[src/hdl/hrsp_pkg.sv]
// hrsp_pkg: shared types, character codes and header name and value texts for the
// HTTP request stream parser. No dependencies.
`timescale 1ns / 1ps

package hrsp_pkg;

   // Result status codes
   localparam logic [1:0] STATUS_PENDING = 2'd0;
   localparam logic [1:0] STATUS_DONE    = 2'd1;
   localparam logic [1:0] STATUS_BAD     = 2'd2;

   // Phase codes as they appear on the result port
   localparam logic [1:0] PHASE_CODE_REQ  = 2'd0;
   localparam logic [1:0] PHASE_CODE_HDR  = 2'd1;
   localparam logic [1:0] PHASE_CODE_BODY = 2'd2;

   // Character codes
   localparam logic [7:0] CHAR_CR    = 8'h0D;
   localparam logic [7:0] CHAR_LF    = 8'h0A;
   localparam logic [7:0] CHAR_SP    = 8'h20;
   localparam logic [7:0] CHAR_TAB   = 8'h09;
   localparam logic [7:0] CHAR_COLON = 8'h3A;
   localparam logic [7:0] CHAR_ZERO  = 8'h30;
   localparam logic [7:0] CHAR_NINE  = 8'h39;

   // Match texts, left aligned and zero padded to sixteen characters
   localparam logic [127:0] CONN_TEXT = {"Connection", 48'h0};
   localparam logic [127:0] CLEN_TEXT = {"Content-Length", 16'h0};
   localparam logic [127:0] HOST_TEXT = {"Host", 96'h0};
   localparam logic [127:0] KA_TEXT   = {"keep-alive", 48'h0};

   localparam logic [3:0] CONN_LEN     = 4'd10;
   localparam logic [3:0] CLEN_LEN     = 4'd14;
   localparam logic [3:0] HOST_LEN     = 4'd4;
   localparam logic [3:0] KA_LEN       = 4'd10;
   localparam logic [3:0] MATCH_IDX_MAX = 4'd15;

   // Parse phase, one-hot
   typedef enum logic [2:0] {
      PH_REQ  = 3'b001,
      PH_HDR  = 3'b010,
      PH_BODY = 3'b100
   } phase_type;

   // Position within a line, one-hot
   typedef enum logic [2:0] {
      SUB_FIRST  = 3'b001,
      SUB_SECOND = 3'b010,
      SUB_THIRD  = 3'b100
   } sub_type;

   // Frame control to header matcher
   typedef struct packed {
      logic clear;
      logic name_byte;
      logic colon;
      logic value_byte;
   } match_ctrl_type;

   // Header matcher status back to frame control
   typedef struct packed {
      logic conn_hit;
      logic clen_hit;
      logic host_hit;
      logic ka_match;
   } match_info_type;

   function automatic logic [7:0] pick_char(logic [127:0] text, logic [3:0] idx);
      pick_char = text[(15 - idx) * 8 +: 8];
   endfunction

   function automatic logic is_blank(logic [7:0] c);
      is_blank = (c == CHAR_SP) || (c == CHAR_TAB);
   endfunction

   function automatic logic [1:0] phase_code(phase_type ph);
      case (ph)
         PH_REQ:  phase_code = PHASE_CODE_REQ;
         PH_HDR:  phase_code = PHASE_CODE_HDR;
         PH_BODY: phase_code = PHASE_CODE_BODY;
         default: phase_code = PHASE_CODE_REQ;
      endcase
   endfunction

endpackage

[src/hdl/hrsp_field_match.sv]
// hrsp_field_match: header name recogniser, keep-alive value matcher and
// saturating decimal accumulator. Depends on hrsp_pkg.
`timescale 1ns / 1ps

module hrsp_field_match
   import hrsp_pkg::*;
#(
   parameter int LENGTH_BITS = 32
) (
   input  logic                   clock,
   input  logic                   reset,
   input  match_ctrl_type         ctrl,
   input  logic [7:0]             data_byte,
   output match_info_type         info,
   output logic [LENGTH_BITS-1:0] length_value
);

   logic [3:0]             name_idx_ff, name_idx_in;
   logic [2:0]             name_flags_ff, name_flags_in;
   logic [3:0]             val_idx_ff, val_idx_in;
   logic                   val_flag_ff, val_flag_in;
   logic                   digits_ff, digits_in;
   logic [LENGTH_BITS-1:0] acc_ff, acc_in;

   logic [LENGTH_BITS+3:0] acc_wide;
   logic                   is_digit;

   // acc * 10 + digit, four guard bits to spot overflow
   assign is_digit = (data_byte >= CHAR_ZERO) && (data_byte <= CHAR_NINE);
   assign acc_wide = ({4'b0, acc_ff} << 3) + ({4'b0, acc_ff} << 1)
                   + {{LENGTH_BITS{1'b0}}, data_byte[3:0]};

   // Next match state
   always_comb begin
      name_idx_in   = name_idx_ff;
      name_flags_in = name_flags_ff;
      val_idx_in    = val_idx_ff;
      val_flag_in   = val_flag_ff;
      digits_in     = digits_ff;
      acc_in        = acc_ff;
      if (ctrl.clear) begin
         name_idx_in   = '0;
         name_flags_in = 3'b111;
         val_idx_in    = '0;
         val_flag_in   = 1'b1;
         digits_in     = 1'b1;
         acc_in        = '0;
      end else if (ctrl.name_byte) begin
         if ((name_idx_ff >= CONN_LEN) || (data_byte != pick_char(CONN_TEXT, name_idx_ff)))
            name_flags_in[0] = 1'b0;
         if ((name_idx_ff >= CLEN_LEN) || (data_byte != pick_char(CLEN_TEXT, name_idx_ff)))
            name_flags_in[1] = 1'b0;
         if ((name_idx_ff >= HOST_LEN) || (data_byte != pick_char(HOST_TEXT, name_idx_ff)))
            name_flags_in[2] = 1'b0;
         if (name_idx_ff < MATCH_IDX_MAX)
            name_idx_in = name_idx_ff + 4'd1;
      end else if (ctrl.colon) begin
         // name must end exactly at its full length
         if (name_idx_ff != CONN_LEN) name_flags_in[0] = 1'b0;
         if (name_idx_ff != CLEN_LEN) name_flags_in[1] = 1'b0;
         if (name_idx_ff != HOST_LEN) name_flags_in[2] = 1'b0;
      end else if (ctrl.value_byte) begin
         if (val_flag_ff && ((val_idx_ff >= KA_LEN)
                             || (data_byte != pick_char(KA_TEXT, val_idx_ff))))
            val_flag_in = 1'b0;
         if (val_idx_ff < MATCH_IDX_MAX)
            val_idx_in = val_idx_ff + 4'd1;
         if (digits_ff) begin
            if (!is_digit)
               digits_in = 1'b0;
            else if (acc_wide[LENGTH_BITS+3:LENGTH_BITS] != 4'd0)
               acc_in = '1;
            else
               acc_in = acc_wide[LENGTH_BITS-1:0];
         end
      end
   end

   always_ff @(posedge clock) begin
      if (reset) begin
         name_idx_ff   <= '0;
         name_flags_ff <= 3'b111;
         val_idx_ff    <= '0;
         val_flag_ff   <= 1'b1;
         digits_ff     <= 1'b1;
         acc_ff        <= '0;
      end else begin
         name_idx_ff   <= name_idx_in;
         name_flags_ff <= name_flags_in;
         val_idx_ff    <= val_idx_in;
         val_flag_ff   <= val_flag_in;
         digits_ff     <= digits_in;
         acc_ff        <= acc_in;
      end
   end

   assign info.conn_hit = name_flags_ff[0];
   assign info.clen_hit = name_flags_ff[1];
   assign info.host_hit = name_flags_ff[2];
   assign info.ka_match = val_flag_ff && (val_idx_ff == KA_LEN);
   assign length_value  = acc_ff;

endmodule

[src/hdl/hrsp_frame_ctrl.sv]
// hrsp_frame_ctrl: line framing, phase tracking, span registers and body
// count; drives the header matcher. Depends on hrsp_pkg, hrsp_field_match.
`timescale 1ns / 1ps

module hrsp_frame_ctrl
   import hrsp_pkg::*;
#(
   parameter int OFFSET_BITS = 16,
   parameter int LENGTH_BITS = 32
) (
   input  logic                   clock,
   input  logic                   reset,
   input  logic                   step,
   input  logic [7:0]             data_byte,
   output logic [1:0]             nxt_status,
   output logic [1:0]             nxt_phase,
   output logic                   nxt_persist,
   output logic [LENGTH_BITS-1:0] nxt_decl_length,
   output logic [OFFSET_BITS-1:0] nxt_method_len,
   output logic [OFFSET_BITS-1:0] nxt_url_start,
   output logic [OFFSET_BITS-1:0] nxt_url_len,
   output logic [OFFSET_BITS-1:0] nxt_version_start,
   output logic [OFFSET_BITS-1:0] nxt_version_len,
   output logic [OFFSET_BITS-1:0] nxt_host_start,
   output logic [OFFSET_BITS-1:0] nxt_host_len
);

   localparam logic [OFFSET_BITS-1:0] OFF_ONE = {{(OFFSET_BITS-1){1'b0}}, 1'b1};
   localparam logic [LENGTH_BITS-1:0] LEN_ONE = {{(LENGTH_BITS-1){1'b0}}, 1'b1};

   phase_type              phase_ff, phase_in;
   sub_type                sub_ff, sub_in;
   logic [OFFSET_BITS-1:0] pos_ff, pos_in;
   logic [OFFSET_BITS-1:0] line_start_ff, line_start_in;
   logic                   last_cr_ff, last_cr_in;
   logic                   err_ff, err_in;
   logic                   persist_ff, persist_in;
   logic [LENGTH_BITS-1:0] body_count_ff, body_count_in;
   logic [LENGTH_BITS-1:0] body_length_ff, body_length_in;
   logic [OFFSET_BITS-1:0] method_len_ff, method_len_in;
   logic [OFFSET_BITS-1:0] url_start_ff, url_start_in;
   logic [OFFSET_BITS-1:0] url_len_ff, url_len_in;
   logic [OFFSET_BITS-1:0] ver_start_ff, ver_start_in;
   logic [OFFSET_BITS-1:0] ver_len_ff, ver_len_in;
   logic [OFFSET_BITS-1:0] host_start_ff, host_start_in;
   logic [OFFSET_BITS-1:0] host_len_ff, host_len_in;
   logic [OFFSET_BITS-1:0] val_start_ff, val_start_in;

   match_ctrl_type         mctrl;
   match_info_type         minfo;
   logic [LENGTH_BITS-1:0] length_value;
   logic [OFFSET_BITS-1:0] cr_pos;
   logic                   blank;
   logic                   end_ok;

   hrsp_field_match #(
      .LENGTH_BITS (LENGTH_BITS)
   ) u_match (
      .clock        (clock),
      .reset        (reset),
      .ctrl         (mctrl),
      .data_byte    (data_byte),
      .info         (minfo),
      .length_value (length_value)
   );

   assign cr_pos = pos_ff - OFF_ONE;
   assign blank  = is_blank(data_byte);

   // Per-byte state update
   always_comb begin
      mctrl          = '0;
      end_ok         = 1'b0;
      phase_in       = phase_ff;
      sub_in         = sub_ff;
      pos_in         = pos_ff;
      line_start_in  = line_start_ff;
      last_cr_in     = last_cr_ff;
      err_in         = err_ff;
      persist_in     = persist_ff;
      body_count_in  = body_count_ff;
      body_length_in = body_length_ff;
      method_len_in  = method_len_ff;
      url_start_in   = url_start_ff;
      url_len_in     = url_len_ff;
      ver_start_in   = ver_start_ff;
      ver_len_in     = ver_len_ff;
      host_start_in  = host_start_ff;
      host_len_in    = host_len_ff;
      val_start_in   = val_start_ff;

      if (step && !err_ff) begin
         if (phase_ff == PH_BODY) begin
            if (body_count_ff < body_length_ff)
               body_count_in = body_count_ff + LEN_ONE;
         end else if (pos_ff == '1) begin
            // message too long for the offset counters
            err_in = 1'b1;
         end else begin
            pos_in = pos_ff + OFF_ONE;
            if (last_cr_ff) begin
               last_cr_in = 1'b0;
               if (data_byte != CHAR_LF) begin
                  err_in = 1'b1;
               end else begin
                  // end of line
                  case (phase_ff)
                     PH_REQ: begin
                        if (sub_ff != SUB_THIRD) begin
                           err_in = 1'b1;
                        end else begin
                           ver_len_in = cr_pos - ver_start_ff;
                           phase_in   = PH_HDR;
                           end_ok     = 1'b1;
                        end
                     end
                     PH_HDR: begin
                        if (cr_pos == line_start_ff) begin
                           phase_in      = PH_BODY;
                           body_count_in = '0;
                           end_ok        = 1'b1;
                        end else if (sub_ff != SUB_THIRD) begin
                           err_in = 1'b1;
                        end else begin
                           if (minfo.conn_hit) persist_in = minfo.ka_match;
                           if (minfo.clen_hit) body_length_in = length_value;
                           if (minfo.host_hit) begin
                              host_start_in = val_start_ff;
                              host_len_in   = cr_pos - val_start_ff;
                           end
                           end_ok = 1'b1;
                        end
                     end
                     default: ;
                  endcase
                  if (end_ok) begin
                     sub_in        = SUB_FIRST;
                     line_start_in = pos_ff + OFF_ONE;
                     mctrl.clear   = 1'b1;
                  end
               end
            end else if (data_byte == CHAR_CR) begin
               last_cr_in = 1'b1;
            end else begin
               // ordinary line byte
               case (phase_ff)
                  PH_REQ: begin
                     if ((sub_ff == SUB_FIRST) && blank) begin
                        method_len_in = pos_ff - line_start_ff;
                        url_start_in  = pos_ff + OFF_ONE;
                        sub_in        = SUB_SECOND;
                     end else if ((sub_ff == SUB_SECOND) && blank) begin
                        url_len_in   = pos_ff - url_start_ff;
                        ver_start_in = pos_ff + OFF_ONE;
                        sub_in       = SUB_THIRD;
                     end
                  end
                  PH_HDR: begin
                     case (sub_ff)
                        SUB_FIRST: begin
                           if (data_byte == CHAR_COLON) begin
                              mctrl.colon = 1'b1;
                              sub_in      = SUB_SECOND;
                           end else begin
                              mctrl.name_byte = 1'b1;
                           end
                        end
                        SUB_SECOND: begin
                           if (!blank) begin
                              val_start_in     = pos_ff;
                              sub_in           = SUB_THIRD;
                              mctrl.value_byte = 1'b1;
                           end
                        end
                        default: mctrl.value_byte = 1'b1;
                     endcase
                  end
                  default: ;
               endcase
            end
         end
      end
   end

   always_ff @(posedge clock) begin
      if (reset) begin
         phase_ff       <= PH_REQ;
         sub_ff         <= SUB_FIRST;
         pos_ff         <= '0;
         line_start_ff  <= '0;
         last_cr_ff     <= 1'b0;
         err_ff         <= 1'b0;
         persist_ff     <= 1'b0;
         body_count_ff  <= '0;
         body_length_ff <= '0;
         method_len_ff  <= '0;
         url_start_ff   <= '0;
         url_len_ff     <= '0;
         ver_start_ff   <= '0;
         ver_len_ff     <= '0;
         host_start_ff  <= '0;
         host_len_ff    <= '0;
         val_start_ff   <= '0;
      end else begin
         phase_ff       <= phase_in;
         sub_ff         <= sub_in;
         pos_ff         <= pos_in;
         line_start_ff  <= line_start_in;
         last_cr_ff     <= last_cr_in;
         err_ff         <= err_in;
         persist_ff     <= persist_in;
         body_count_ff  <= body_count_in;
         body_length_ff <= body_length_in;
         method_len_ff  <= method_len_in;
         url_start_ff   <= url_start_in;
         url_len_ff     <= url_len_in;
         ver_start_ff   <= ver_start_in;
         ver_len_ff     <= ver_len_in;
         host_start_ff  <= host_start_in;
         host_len_ff    <= host_len_in;
         val_start_ff   <= val_start_in;
      end
   end

   // Result fields follow the updated state
   always_comb begin
      if (err_in)
         nxt_status = STATUS_BAD;
      else if ((phase_in == PH_BODY) && (body_count_in >= body_length_in))
         nxt_status = STATUS_DONE;
      else
         nxt_status = STATUS_PENDING;
   end

   assign nxt_phase          = phase_code(phase_in);
   assign nxt_persist        = persist_in;
   assign nxt_decl_length    = body_length_in;
   assign nxt_method_len     = method_len_in;
   assign nxt_url_start      = url_start_in;
   assign nxt_url_len        = url_len_in;
   assign nxt_version_start  = ver_start_in;
   assign nxt_version_len    = ver_len_in;
   assign nxt_host_start     = host_start_in;
   assign nxt_host_len       = host_len_in;

endmodule

[src/hdl/http_request_stream_parser.sv]
// http_request_stream_parser: top level with input register, result
// register and handshake. Depends on hrsp_pkg, hrsp_frame_ctrl.
`timescale 1ns / 1ps
//
//   Channel   Direction  Handshake             Payload
//   req_      in         req_valid/req_stall   req_data_byte
//   rsp_      out        rsp_valid/rsp_stall   status, phase, persist,
//                                               decl_length, spans
//
// One byte a cycle sustained while rsp_stall is low: a transaction is held in
// the input register, processed by the framing logic and written to the result
// register; rsp_valid rises when the result register is written.
// A stalled result holds the result register; one further transaction is
// taken into the input register before req_stall rises.
// Synchronous active-high reset returns the parser to the request line.

module http_request_stream_parser
   import hrsp_pkg::*;
#(
   parameter int OFFSET_BITS = 16,
   parameter int LENGTH_BITS = 32
) (
   input  logic                   clock,
   input  logic                   reset,
   input  logic                   req_valid,
   output logic                   req_stall,
   input  logic [7:0]             req_data_byte,
   output logic                   rsp_valid,
   input  logic                   rsp_stall,
   output logic [1:0]             rsp_status,
   output logic [1:0]             rsp_phase,
   output logic                   rsp_persist,
   output logic [LENGTH_BITS-1:0] rsp_decl_length,
   output logic [OFFSET_BITS-1:0] rsp_method_len,
   output logic [OFFSET_BITS-1:0] rsp_url_start,
   output logic [OFFSET_BITS-1:0] rsp_url_len,
   output logic [OFFSET_BITS-1:0] rsp_version_start,
   output logic [OFFSET_BITS-1:0] rsp_version_len,
   output logic [OFFSET_BITS-1:0] rsp_host_start,
   output logic [OFFSET_BITS-1:0] rsp_host_len
);

   logic                   in_valid_ff, in_valid_in;
   logic [7:0]             in_data_ff;
   logic                   rsp_valid_ff, rsp_valid_in;
   logic [1:0]             status_ff;
   logic [1:0]             phase_ff;
   logic                   persist_ff;
   logic [LENGTH_BITS-1:0] decl_length_ff;
   logic [OFFSET_BITS-1:0] method_len_ff, url_start_ff, url_len_ff;
   logic [OFFSET_BITS-1:0] version_start_ff, version_len_ff;
   logic [OFFSET_BITS-1:0] host_start_ff, host_len_ff;

   logic                   req_take;
   logic                   advance;
   logic [1:0]             nxt_status, nxt_phase;
   logic                   nxt_persist;
   logic [LENGTH_BITS-1:0] nxt_decl_length;
   logic [OFFSET_BITS-1:0] nxt_method_len, nxt_url_start, nxt_url_len;
   logic [OFFSET_BITS-1:0] nxt_version_start, nxt_version_len;
   logic [OFFSET_BITS-1:0] nxt_host_start, nxt_host_len;

   // Handshake: process when the result register is free or draining
   assign advance      = in_valid_ff && (!rsp_valid_ff || !rsp_stall);
   assign req_stall    = in_valid_ff && !advance;
   assign req_take     = req_valid && !req_stall;
   assign in_valid_in  = req_take || (in_valid_ff && !advance);
   assign rsp_valid_in = advance || (rsp_valid_ff && rsp_stall);

   hrsp_frame_ctrl #(
      .OFFSET_BITS (OFFSET_BITS),
      .LENGTH_BITS (LENGTH_BITS)
   ) u_frame (
      .clock              (clock),
      .reset              (reset),
      .step               (advance),
      .data_byte          (in_data_ff),
      .nxt_status         (nxt_status),
      .nxt_phase          (nxt_phase),
      .nxt_persist        (nxt_persist),
      .nxt_decl_length    (nxt_decl_length),
      .nxt_method_len     (nxt_method_len),
      .nxt_url_start      (nxt_url_start),
      .nxt_url_len        (nxt_url_len),
      .nxt_version_start  (nxt_version_start),
      .nxt_version_len    (nxt_version_len),
      .nxt_host_start     (nxt_host_start),
      .nxt_host_len       (nxt_host_len)
   );

   // Valid flags
   always_ff @(posedge clock) begin
      if (reset) begin
         in_valid_ff  <= 1'b0;
         rsp_valid_ff <= 1'b0;
      end else begin
         in_valid_ff  <= in_valid_in;
         rsp_valid_ff <= rsp_valid_in;
      end
   end

   // Input register
   always_ff @(posedge clock) begin
      if (req_take) begin
         in_data_ff <= req_data_byte;
      end
   end

   // Result register
   always_ff @(posedge clock) begin
      if (advance) begin
         status_ff         <= nxt_status;
         phase_ff          <= nxt_phase;
         persist_ff        <= nxt_persist;
         decl_length_ff    <= nxt_decl_length;
         method_len_ff     <= nxt_method_len;
         url_start_ff      <= nxt_url_start;
         url_len_ff        <= nxt_url_len;
         version_start_ff  <= nxt_version_start;
         version_len_ff    <= nxt_version_len;
         host_start_ff     <= nxt_host_start;
         host_len_ff       <= nxt_host_len;
      end
   end

   assign rsp_valid          = rsp_valid_ff;
   assign rsp_status         = status_ff;
   assign rsp_phase          = phase_ff;
   assign rsp_persist        = persist_ff;
   assign rsp_decl_length    = decl_length_ff;
   assign rsp_method_len     = method_len_ff;
   assign rsp_url_start      = url_start_ff;
   assign rsp_url_len        = url_len_ff;
   assign rsp_version_start  = version_start_ff;
   assign rsp_version_len    = version_len_ff;
   assign rsp_host_start     = host_start_ff;
   assign rsp_host_len       = host_len_ff;

   // Checks
   a_stall_needs_item: assert property (@(posedge clock) disable iff (reset)
      req_stall |-> in_valid_ff)
      else $error("input stalled with an empty input register");

   a_free_path_takes: assert property (@(posedge clock) disable iff (reset)
      (in_valid_ff && !rsp_valid_ff) |-> !req_stall)
      else $error("input stalled while the result register is free");

   a_bad_sticky: assert property (@(posedge clock) disable iff (reset)
      (rsp_valid_ff && (status_ff == STATUS_BAD)) |=> (status_ff == STATUS_BAD))
      else $error("malformed status cleared without reset");

   a_done_in_body: assert property (@(posedge clock) disable iff (reset)
      (rsp_valid_ff && (status_ff == STATUS_DONE)) |-> (phase_ff == PHASE_CODE_BODY))
      else $error("request complete outside the body phase");

endmodule

[config.mk]
export PLATFORM = sky130hd
export DESIGN_NAME = http_request_stream_parser
export DESIGN_NICKNAME = d
export VERILOG_FILES = /design/src/hdl/hrsp_pkg.sv /design/src/hdl/hrsp_field_match.sv /design/src/hdl/hrsp_frame_ctrl.sv /design/src/hdl/http_request_stream_parser.sv
export SDC_FILE = /design/constraint.sdc
export NUM_CORES = 1
export LEC_CHECK = 0
export ABC_CLOCK_PERIOD_IN_PS = 35300
export BUFFER_PORTS_ARGS = -buffer_cell sky130_fd_sc_hd__buf_2
export CORE_UTILIZATION = 30
export DETAILED_ROUTE_END_ITERATION = 8
export HOLD_SLACK_MARGIN = 0.1
export PLACE_DENSITY = 0.46
export SETUP_SLACK_MARGIN = 0.1
export SLEW_MARGIN = 25
export SYNTH_ARGS = -nofsm -noshare
export SYNTH_HDL_FRONTEND = slang
export SYNTH_SLANG_ARGS = --single-unit
[constraint.sdc]
create_clock -name clock -period 35.3 [get_ports clock]
set_clock_uncertainty 0.05 [all_clocks]
set_input_delay 3.53 -clock clock [delete_from_list [all_inputs] [get_ports clock]]
set_output_delay 3.53 -clock clock [all_outputs]
set_load 0.02 [all_outputs]
==> results of run 1 <==
## metal layers
| metal | global-route usage (%) | vias up | wire length [µm] |
|---|---|---|---|
| li1 | - | 10000 | - |
| met3 | 2.21 | 122 | 2740 |
| met5 | 0 | - | 0 |
| met1 | 22.9 | 9811 | 35000 |
| met4 | 5.20 | 0 | 2030 |
| met2 | 31.6 | 417 | 38000 |
## critical path: cells and delay by family
family,cells,cell delay (ns)
mux,1,0.43
fa+ha+maj,1,0.27
buf+inv,4,1.38
simple gates,4,0.76
compound gates,10,1.94
## where the power goes
| group | total [µW] | internal (µW) | switching [µW] |
|---|---|---|---|
| Clock | 577 | 342 | 235 |
| Sequential | 536 | 529 | 6.64 |
| Combinational | 86.5 | 28.5 | 58.0 |
| Total | 1200 | 900 | 299 |
## flip-flops by register name (all words and copies together), names as in the netlist, 8 cells and up
name                          flops
rsp_decl_length                  32
u_frame.val_start_ff             16
u_frame.host_start_ff            16
u_frame.url_start_ff             16
u_frame.url_len_ff               16
u_frame.pos_ff                   16
rsp_url_len                      16
u_frame.method_len_ff            16
rsp_host_start                   16
u_frame.body_count_ff            32
u_frame.body_length_ff           32
u_frame.host_len_ff              16
rsp_version_start                16
u_frame.ver_len_ff               16
u_frame.ver_start_ff             16
u_frame.u_match.length_value     32
rsp_host_len                     16
in_data_ff                        8
rsp_version_len                  16
rsp_method_len                   16
u_frame.line_start_ff            16
rsp_url_start                    16
## cell families after synthesis
group / share of synthesized area [%]
fa+ha+maj: 10.6
compound gates: 17.0
flops: 41.3
buf+inv: 4.77
mux: 3.30
xor+xnor: 4.89
simple gates: 18.2
## final timing paths
kind	endpoint	slack (ns)
worst min register to register	u_frame.ver_len_ff[9]	0.41
worst max register to register	rsp_status[0]	28.57
worst max-delay path	rsp_status[0]	27.25
worst min-delay path	u_frame.ver_len_ff[9]	0.41
## cells in the final DEF (no fill, tap or decap), types with 18 or more instances in the layout
cell type / netlist / final
o31ai_1: 23 / 23
edfxtp_1: 157 / 157
dfxtp_1: 280 / 280
nor2b_1: 21 / 21
nand4_1: 22 / 22
a21oi_1: 168 / 168
o21ai_0: 191 / 191
nand2b_1: 25 / 25
nor2_1: 197 / 197
inv_1: 177 / 176
a21o_1: 56 / 56
mux2i_1: 51 / 51
nand3_1: 70 / 70
buf_2: 12 / 161
o211ai_1: 18 / 18
nand2_1: 237 / 236
clkbuf_16: 0 / 54
o21a_1: 25 / 25
buf_4: 1 / 28
and3_1: 37 / 37
a211oi_1: 37 / 36
and2_1: 108 / 108
xnor2_1: 83 / 83
ha_1: 202 / 202
xor2_1: 49 / 49
nor3_1: 69 / 68
a31oi_1: 32 / 32
nor4_1: 21 / 20
## area by class of cell
class	instances	share of cell area (%)
repair buffers	189	3.54
clock buffers	57	4.78
flip-flops and latches	437	35.9
multi-input cells	1984	47.1
inverters	177	2.32
well taps	1070	4.66
clock inverters	42	1.62
## per-stage QoR
stage                     hold WS (ns)  area [µm²]  power [µW]  instances
final                            0.408       28700        1200       3956
after detailed placement         0.402       26900         634       3857
after global placement           0.399       26900         633       3857
after CTS                        0.411       28700        1220       3956
after floorplan                  0.365       25000         607       2722
after global routing             0.426       28700        1240       3956
==> results.yml, run 1 <==
clock_network:
  cts_setup_buffers: 0
  clock-sinks: 437
  cts_tree: "done"
  htreeDepth: 2
  root_buffer: "clkbuf_16"
  clkSlewWorstSetupHoldPaths_ns: 0.06
  cts_buffers: 53
  clock_latency_ns: 0.61
  holdBufCountCts: 0
  clockBufferDepth: 3
  post_cts_resized: 0
drt:
  drt_iter0_markers: 1285
  routed_via_density: 5.15
  num_vias: 20400
  postRouteAntennaNets: 0
  firstDrtPassIters: 5
  wire_per_inst_um: 19.7
  drc_errors: 0
  wl_um: 77800
grt:
  gr-total-overflow: 0
  grt_pass1_wl_um: 120000
  antenna_found_initial: 1
  grt_usage_pct: 18.0
  grt_max_degree: 91
  grt_pass1_vias: 20100
floorplanning:
  ios: 163
  die_area_um2: 84500
  die_h_um: 291
  rows: 105
  start_util_pct: 30.4
  die_w_um: 291
  design.core.area_um2: 82200
logic_synthesis:
  synthArstFlopShare_pct: 0
  yosys-top-cells-count: "dfxtp_1, nand2_1, ha_1"
  seq_area_frac_synth_pct: 41.3
  synth_cells: 2722
  synth_top_area_cell: "dfxtp_1"
  yosys_register_bits: 437
  yosysWarnings: 0
  synthFlopType: "dfxtp_1"
  synth_enable_flop_cells: 157
  avgSynthCellArea_um2: 9.19
  yosysUniqueCellTypes: 92
  synth_most_common_cell: "dfxtp_1"
  synth_top_cell_area_share_pct: 22.4
  yosys-top-cells-area: "dfxtp_1, edfxtp_1, ha_1"
  synthesis.area_um2: 25000
  syn_nets: 2942
setup_path:
  worstPathCellList: "buf_2 > a21boi_4 > buf_4 > nand3_1 > a21oi_1 > buf_4 > nand3_1 > nor3_4 > buf_4 > mux2_2 > ha_1 > nand2b_1 > a211oi_1 > o21ai_0 > a21o_1 > a21o_1 > a221o_1 > a211oi_1 > o31ai_1 > o211a_1"
  end_kind: "register"
  r2r_cells: 19
  required_ns: 35.61
  critPathKind: "in2reg"
  slowest_delay_ns: 0.53
  cp-startpoint: "rsp_stall"
  cpMaxStageDelayCell: "buf_4"
  reg2reg_from: "u_frame.pos_ff[0]"
  startpoint_type: "input pin"
  critPathArrivalTime_ns: 8.36
  cp_max_fo: 32
  path_common_cell: "buf_4"
timing:
  setup_slack_ns: 27.25
  setup_viol: 0
  max_freq_mhz: 124
  slew_violations: 0
  final.setup.tns_ns: 0
  rsz0062_at_grt: "false"
  hold_viol: 0
  slew_headroom_pct: 33.2
  fin_crit_sh_pct: 22.8
  fin_crit_ns: 8.05
  worstMarginPinSlew_ns: 1.00
placement:
  port_buffers: 162
  routabilityCongestion: 0.869
  dp_slack_ns: 26.61
  hpwl_um: 56600
cells_and_area:
  num_antenna_cells: 0
  seq_area_um2: 10300
  multiInputGateArea_um2: 13500
  num-fill-cells: 8423
  drive_above_1_share_pct: 12.3
  nNetsFinal: 3062
  utilization_pct: 34.9
  syn2layout_area_growth_pct: 14.9
min_path:
  hold_depth: 2
  hold_class: "reg2reg"
  hp-start: "u_frame.ver_len_ff[9]"
power:
  p_per_area_nw_per_um2: 41.7
  p_leak_uw: 0.0116
  ir_drop_mv: 0.0276
outcome:
  status: "complete, no violations"
run:
  maxCapViolCount: 0
Note: power is estimated with default switching activity, not from simulation.
==> run 2, diff against run 1 <==
--- a/config.mk
+++ b/config.mk
@@ -5,7 +5,7 @@
 export SDC_FILE = /design/constraint.sdc
 export NUM_CORES = 1
 export LEC_CHECK = 0
-export ABC_CLOCK_PERIOD_IN_PS = 35300
+export ABC_CLOCK_PERIOD_IN_PS = 7600
 export BUFFER_PORTS_ARGS = -buffer_cell sky130_fd_sc_hd__buf_2
 export CORE_UTILIZATION = 30
 export DETAILED_ROUTE_END_ITERATION = 8
==> constraint.sdc (replaced) <==
create_clock -name clock -period 7.6 [get_ports clock]
set_clock_uncertainty 0.05 [all_clocks]
set_input_delay 0.76 -clock clock [delete_from_list [all_inputs] [get_ports clock]]
set_output_delay 0.76 -clock clock [all_outputs]
set_load 0.02 [all_outputs]
==> results.yml, run 2 (same netlist as run 1, synthesis figures left out) <==
placement:
  hpwl_um: 58700
  routabilityCongestion: 0.870
  port_buffers: 162
  dp_slack_ns: 1.60
  postPlaceCellArea_um2: 26900
clock_network:
  htreeDepth: 2
  clock_latency_ns: 0.63
  clkSlewWorstSetupHoldPaths_ns: 0.06
  clockBufferDepth: 3
  root_buffer: "clkbuf_16"
  cts_buffers: 52
  clock-sinks: 437
  holdBufCountCts: 0
  post_cts_resized: 0
  cts_setup_buffers: 0
  cts_tree: "done"
min_path:
  hold_class: "in2reg"
timing:
  setup_slack_ns: 1.53
  setup_viol: 0
  fin_crit_sh_pct: 79.9
  worstMarginPinSlew_ns: 0.980
  fin_crit_ns: 6.07
  final.setup.tns_ns: 0
  slew_violations: 0
  slew_headroom_pct: 33.0
  rsz0062_at_grt: "false"
  hold_viol: 0
  max_freq_mhz: 165
power:
  p_per_area_nw_per_um2: 192
  ir_drop_mv: 0.181
  p_leak_uw: 0.0116
cells_and_area:
  syn2layout_area_growth_pct: 14.6
  drive_above_1_share_pct: 11.9
  design_area_um2: 28700
  nNetsFinal: 3061
  layout_common_cells: "dfxtp_1, nand2_1, ha_1"
  final_common_cell: "dfxtp_1"
drt:
  drc_errors: 0
  routed_via_density: 5.13
  wl_um: 78500
  num_vias: 20300
  drt_iter0_markers: 1167
  firstDrtPassIters: 5
  postRouteAntennaNets: 0
  wire_per_inst_um: 19.8
grt:
  grt_pass1_wl_um: 121000
  antenna_found_initial: 2
  grt_usage_pct: 18.3
  grt_pass1_vias: 20200
  grt_max_degree: 82
  gr-total-overflow: 0
floorplanning:
  design.core.area_um2: 82200
  die_area_um2: 84500
  ios: 163
  die_h_um: 291
  rows: 105
  die_w_um: 291
  start_util_pct: 30.4
run:
  maxCapViolCount: 0
setup_path:
  startpoint_type: "register"
  critPathKind: "reg2reg"
  end_kind: "register"
  required_ns: 7.93
  critPathArrivalTime_ns: 6.41
  cp_max_fo: 18
outcome:
  status: "complete, no violations"
-- run 2: changes by cell type in the layout (fill, tap and decap cells not counted), moves of 3 or more --
cell        before  now
inv_6            4    0
clkbuf_1         2    9
clkinv_4         4    1
clkinvlp_4       8    3
clkinv_1         5    8
-- run 2: metrics by stage --
stage	hold WS, ns	utilization, %	total power, µW	cells
5_1_grt	0.262	34.8	5720	3955
2_1_floorplan	0.365	-	2800	2722
4_1_cts	0.250	34.8	5590	3955
3_3_place_gp	0.381	32.7	2930	3857
6_report	0.282	34.9	5500	3957
3_5_place_dp	0.392	32.7	2940	3857
-- run 2: per-layer routing --
layer	global-route usage [%]	share of wire (%)	vias up
met5	0	0	-
met3	2.11	3.1	114
met1	23.4	45	9788
li1	-	-	10000
met4	5.83	2.9	0
met2	32.0	49	374
-- run 2: cell type report --
class	instances	area (µm²)
sequential	437	10300
fill	8464	53600
multi-input combinational	1984	13500
timing repair buffer	189	1020
inverter	177	666
antenna	2	5.00
tap	1070	1340
clock buffer	66	1430
clock inverter	32	363
-- run 2: worst max-delay path: stages (launching register included) --
cell and delay (ns):
dfxtp_1 0.45, inv_1 0.21, ha_1 0.24, nor4b_1 0.81
nand3b_1 0.24, mux2i_1 0.25, nor4bb_1 0.31, and4_1 0.27
and4_1 0.30, nor3_4 0.07, buf_4 0.25, mux2_2 0.33
ha_1 0.26, nand2b_1 0.14, a211oi_1 0.27, o21ai_0 0.16
a21o_1 0.20, a21o_1 0.17, a221o_1 0.29, a211oi_1 0.29
o31ai_1 0.12, o211a_1 0.13
-- run 2: worst paths after layout --
| kind | end | cells after the start | slack [ns] | start |
|---|---|---|---|---|
| min | in_data_ff[4] | 1 | 0.28 | req_data_byte[4] |
| max | rsp_status[0] | 21 | 1.53 | u_frame.pos_ff[0] |
| min reg2reg | u_frame.u_match.name_flags_ff[0] | 2 | 0.39 | u_frame.u_match.name_flags_ff[0] |
| max reg2reg | rsp_status[0] | 21 | 1.53 | u_frame.pos_ff[0] |
-- run 2: power by group --
part,internal [µW],switching [µW],leakage (µW)
registers,2460,25.9,0.00372
clock network,1540,1080,0.000871
logic,132,268,0.00703
==> run 3, diff against run 2 <==
--- a/config.mk
+++ b/config.mk
@@ -5,12 +5,12 @@
 export SDC_FILE = /design/constraint.sdc
 export NUM_CORES = 1
 export LEC_CHECK = 0
-export ABC_CLOCK_PERIOD_IN_PS = 7600
+export ABC_CLOCK_PERIOD_IN_PS = 5280
 export BUFFER_PORTS_ARGS = -buffer_cell sky130_fd_sc_hd__buf_2
 export CORE_UTILIZATION = 30
 export DETAILED_ROUTE_END_ITERATION = 8
 export HOLD_SLACK_MARGIN = 0.1
-export PLACE_DENSITY = 0.46
+export PLACE_DENSITY = 0.48
 export SETUP_SLACK_MARGIN = 0.1
 export SLEW_MARGIN = 25
 export SYNTH_ARGS = -nofsm -noshare
==> constraint.sdc (replaced) <==
create_clock -name clock -period 5.28 [get_ports clock]
set_clock_uncertainty 0.05 [all_clocks]
set_input_delay 0.528 -clock clock [delete_from_list [all_inputs] [get_ports clock]]
set_output_delay 0.528 -clock clock [all_outputs]
set_load 0.02 [all_outputs]
==> results.yml, run 3 (same netlist as run 1, synthesis figures left out) <==
setup_path:
  required_ns: 5.59
  worstPathCellList: "inv_2 > ha_4 > or4b_4 > nor3_4 > xnor3_1 > nor4_1 > and4b_2 > nand4_2 > buf_4 > a221o_1 > ha_1 > a21o_1 > a21oi_1 > o21ai_1 > a21o_1 > a21o_1 > a221o_1 > a211oi_2 > o31ai_1 > o211a_1"
  cp-endpoint: "rsp_status[0]"
  slowest_delay_ns: 0.56
  worst-path-buf-inv: 2
  reg2reg_setup_slack_ns: 0.34
  critPathArrivalTime_ns: 5.25
  cp.depth: 20
  path_common_cell: "a21o_1"
  cp_max_fo: 16
  cp_top_family: "compound AO/OA/AOI/OAI gates"
  cpMaxStageDelayCell: "or4b_4"
  reg2reg_to: "rsp_status[0]"
  cp-startpoint: "u_frame.pos_ff[0]"
  startpoint_type: "register"
  r2r_cells: 20
  end_kind: "register"
  reg2reg_from: "u_frame.pos_ff[0]"
  critPathKind: "reg2reg"
cells_and_area:
  drive_above_1_share_pct: 14.9
  final_cell_count_no_fill: 4044
  final_common_cell: "dfxtp_1"
  num-fill-cells: 8421
  num_antenna_cells: 0
  syn2layout_area_growth_pct: 18.3
  layout_common_cells: "dfxtp_1, nand2_1, ha_1"
  nNetsFinal: 3151
  multiInputGateArea_um2: 13700
  seq_area_um2: 10300
placement:
  dpl.cell_count: 3932
  port_buffers: 162
  dp_slack_ns: 0.0458
  hpwl_um: 58500
  routabilityCongestion: 0.866
floorplanning:
  design.core.area_um2: 82200
  die_w_um: 291
  die_h_um: 291
  ios: 163
  start_util_pct: 30.4
  rows: 105
  die_area_um2: 84500
clock_network:
  cts_buffers: 53
  clock_latency_ns: 0.64
  clockBufferDepth: 3
  htreeDepth: 2
  root_buffer: "clkbuf_16"
  clkSlewWorstSetupHoldPaths_ns: 0.06
  cts_tree: "done"
  clock-sinks: 437
drt:
  wire_per_inst_um: 19.2
  postRouteAntennaNets: 0
  num_vias: 20700
  firstDrtPassIters: 5
  routed_via_density: 5.11
  drc_errors: 0
  drt_iter0_markers: 1250
  wl_um: 77500
power:
  p_per_area_nw_per_um2: 271
  p_leak_uw: 0.0121
  power.total_uw: 8030
  ir_drop_mv: 0.273
grt:
  antenna_found_initial: 0
  grt_max_degree: 147
  gr-total-overflow: 0
  grt_pass1_wl_um: 119000
  grt_pass1_vias: 20200
  grt_usage_pct: 17.9
run:
  maxCapViolCount: 0
timing:
  slew_headroom_pct: 31.6
  max_freq_mhz: 202
  worstMarginPinSlew_ns: 1.03
  final.setup.tns_ns: 0
  fin_crit_sh_pct: 93.5
  whs_ns: 0.178
  setup_viol: 0
  slew_violations: 0
  rsz0062_at_grt: "false"
  hold_viol: 0
  fin_crit_ns: 4.94
  setup_slack_ns: 0.341
outcome:
  status: "complete, no violations"
min_path:
  hold_class: "in2reg"
run 3: cell types whose count changed in the layout (fill, tap and decap cells not counted), sizes merged:
cell	before	now
buf	189	269
dlygate4sd3	0	9
clkbuf	66	72
clkinv	23	17
clkinvlp	3	1
diode	2	0
bufinv	6	7
inv	177	178
run 3: final cells by class:
| cell class | count | area share [%] |
|---|---|---|
| Multi-Input combinational cell | 1984 | 46.2 |
| Sequential cell | 437 | 34.9 |
| Timing Repair Buffer | 278 | 5.87 |
| Clock buffer | 72 | 5.00 |
| Tap cell | 1070 | 4.53 |
| Inverter | 177 | 2.25 |
| Clock inverter | 26 | 1.24 |
run 3: what timing repair did:
action	4_1_cts	5_1_grt
resized for setup	4	21
setup buffers	0	5
pin swaps	0	9
setup endpoints to repair	1	1
endpoints found under the hold margin	9	0
hold buffers	9	0
run 3: per-layer routing:
layer / up-vias / routed length, µm / global-route usage (%)
met5: - / 0 / 0
met4: 0 / 1860 / 4.92
met3: 95 / 2660 / 2.19
met2: 408 / 38500 / 31.9
met1: 9982 / 34500 / 22.6
li1: 10200 / - / -
run 3: worst min path at each step:
stage / from / to / depth (start not counted)
final: rsp_stall / rsp_valid / 3
after global routing: rsp_stall / rsp_valid / 3
after CTS: rsp_stall / rsp_valid / 3
after detailed placement: u_frame.u_match.name_flags_ff[0] / u_frame.u_match.name_flags_ff[0] / 2
after global placement: u_frame.u_match.name_flags_ff[0] / u_frame.u_match.name_flags_ff[0] / 2
after floorplan: u_frame.u_match.name_flags_ff[0] / u_frame.u_match.name_flags_ff[0] / 2
run 3: per-stage QoR:
step                area [µm²]  utilization, %
floorplan                25100               -
global placement         27500            33.4
detailed placement       27500            33.4
CTS                      29400            35.8
global route             29600            36.0
finish                   29600            36.0
run 3: worst register-to-register path: cells and delay by family, from the launching register on:
family,cells,cell delay [ns]
xor+xnor,1,0.27
buf+inv,2,0.31
flops,1,0.36
fa+ha+maj,2,0.34
simple gates,5,1.46
compound gates,10,1.88
run 3: power breakdown:
| group | switching, µW | internal (µW) |
|---|---|---|
| registers | 19.9 | 3540 |
| clock network | 1540 | 2310 |
| logic | 407 | 217 |
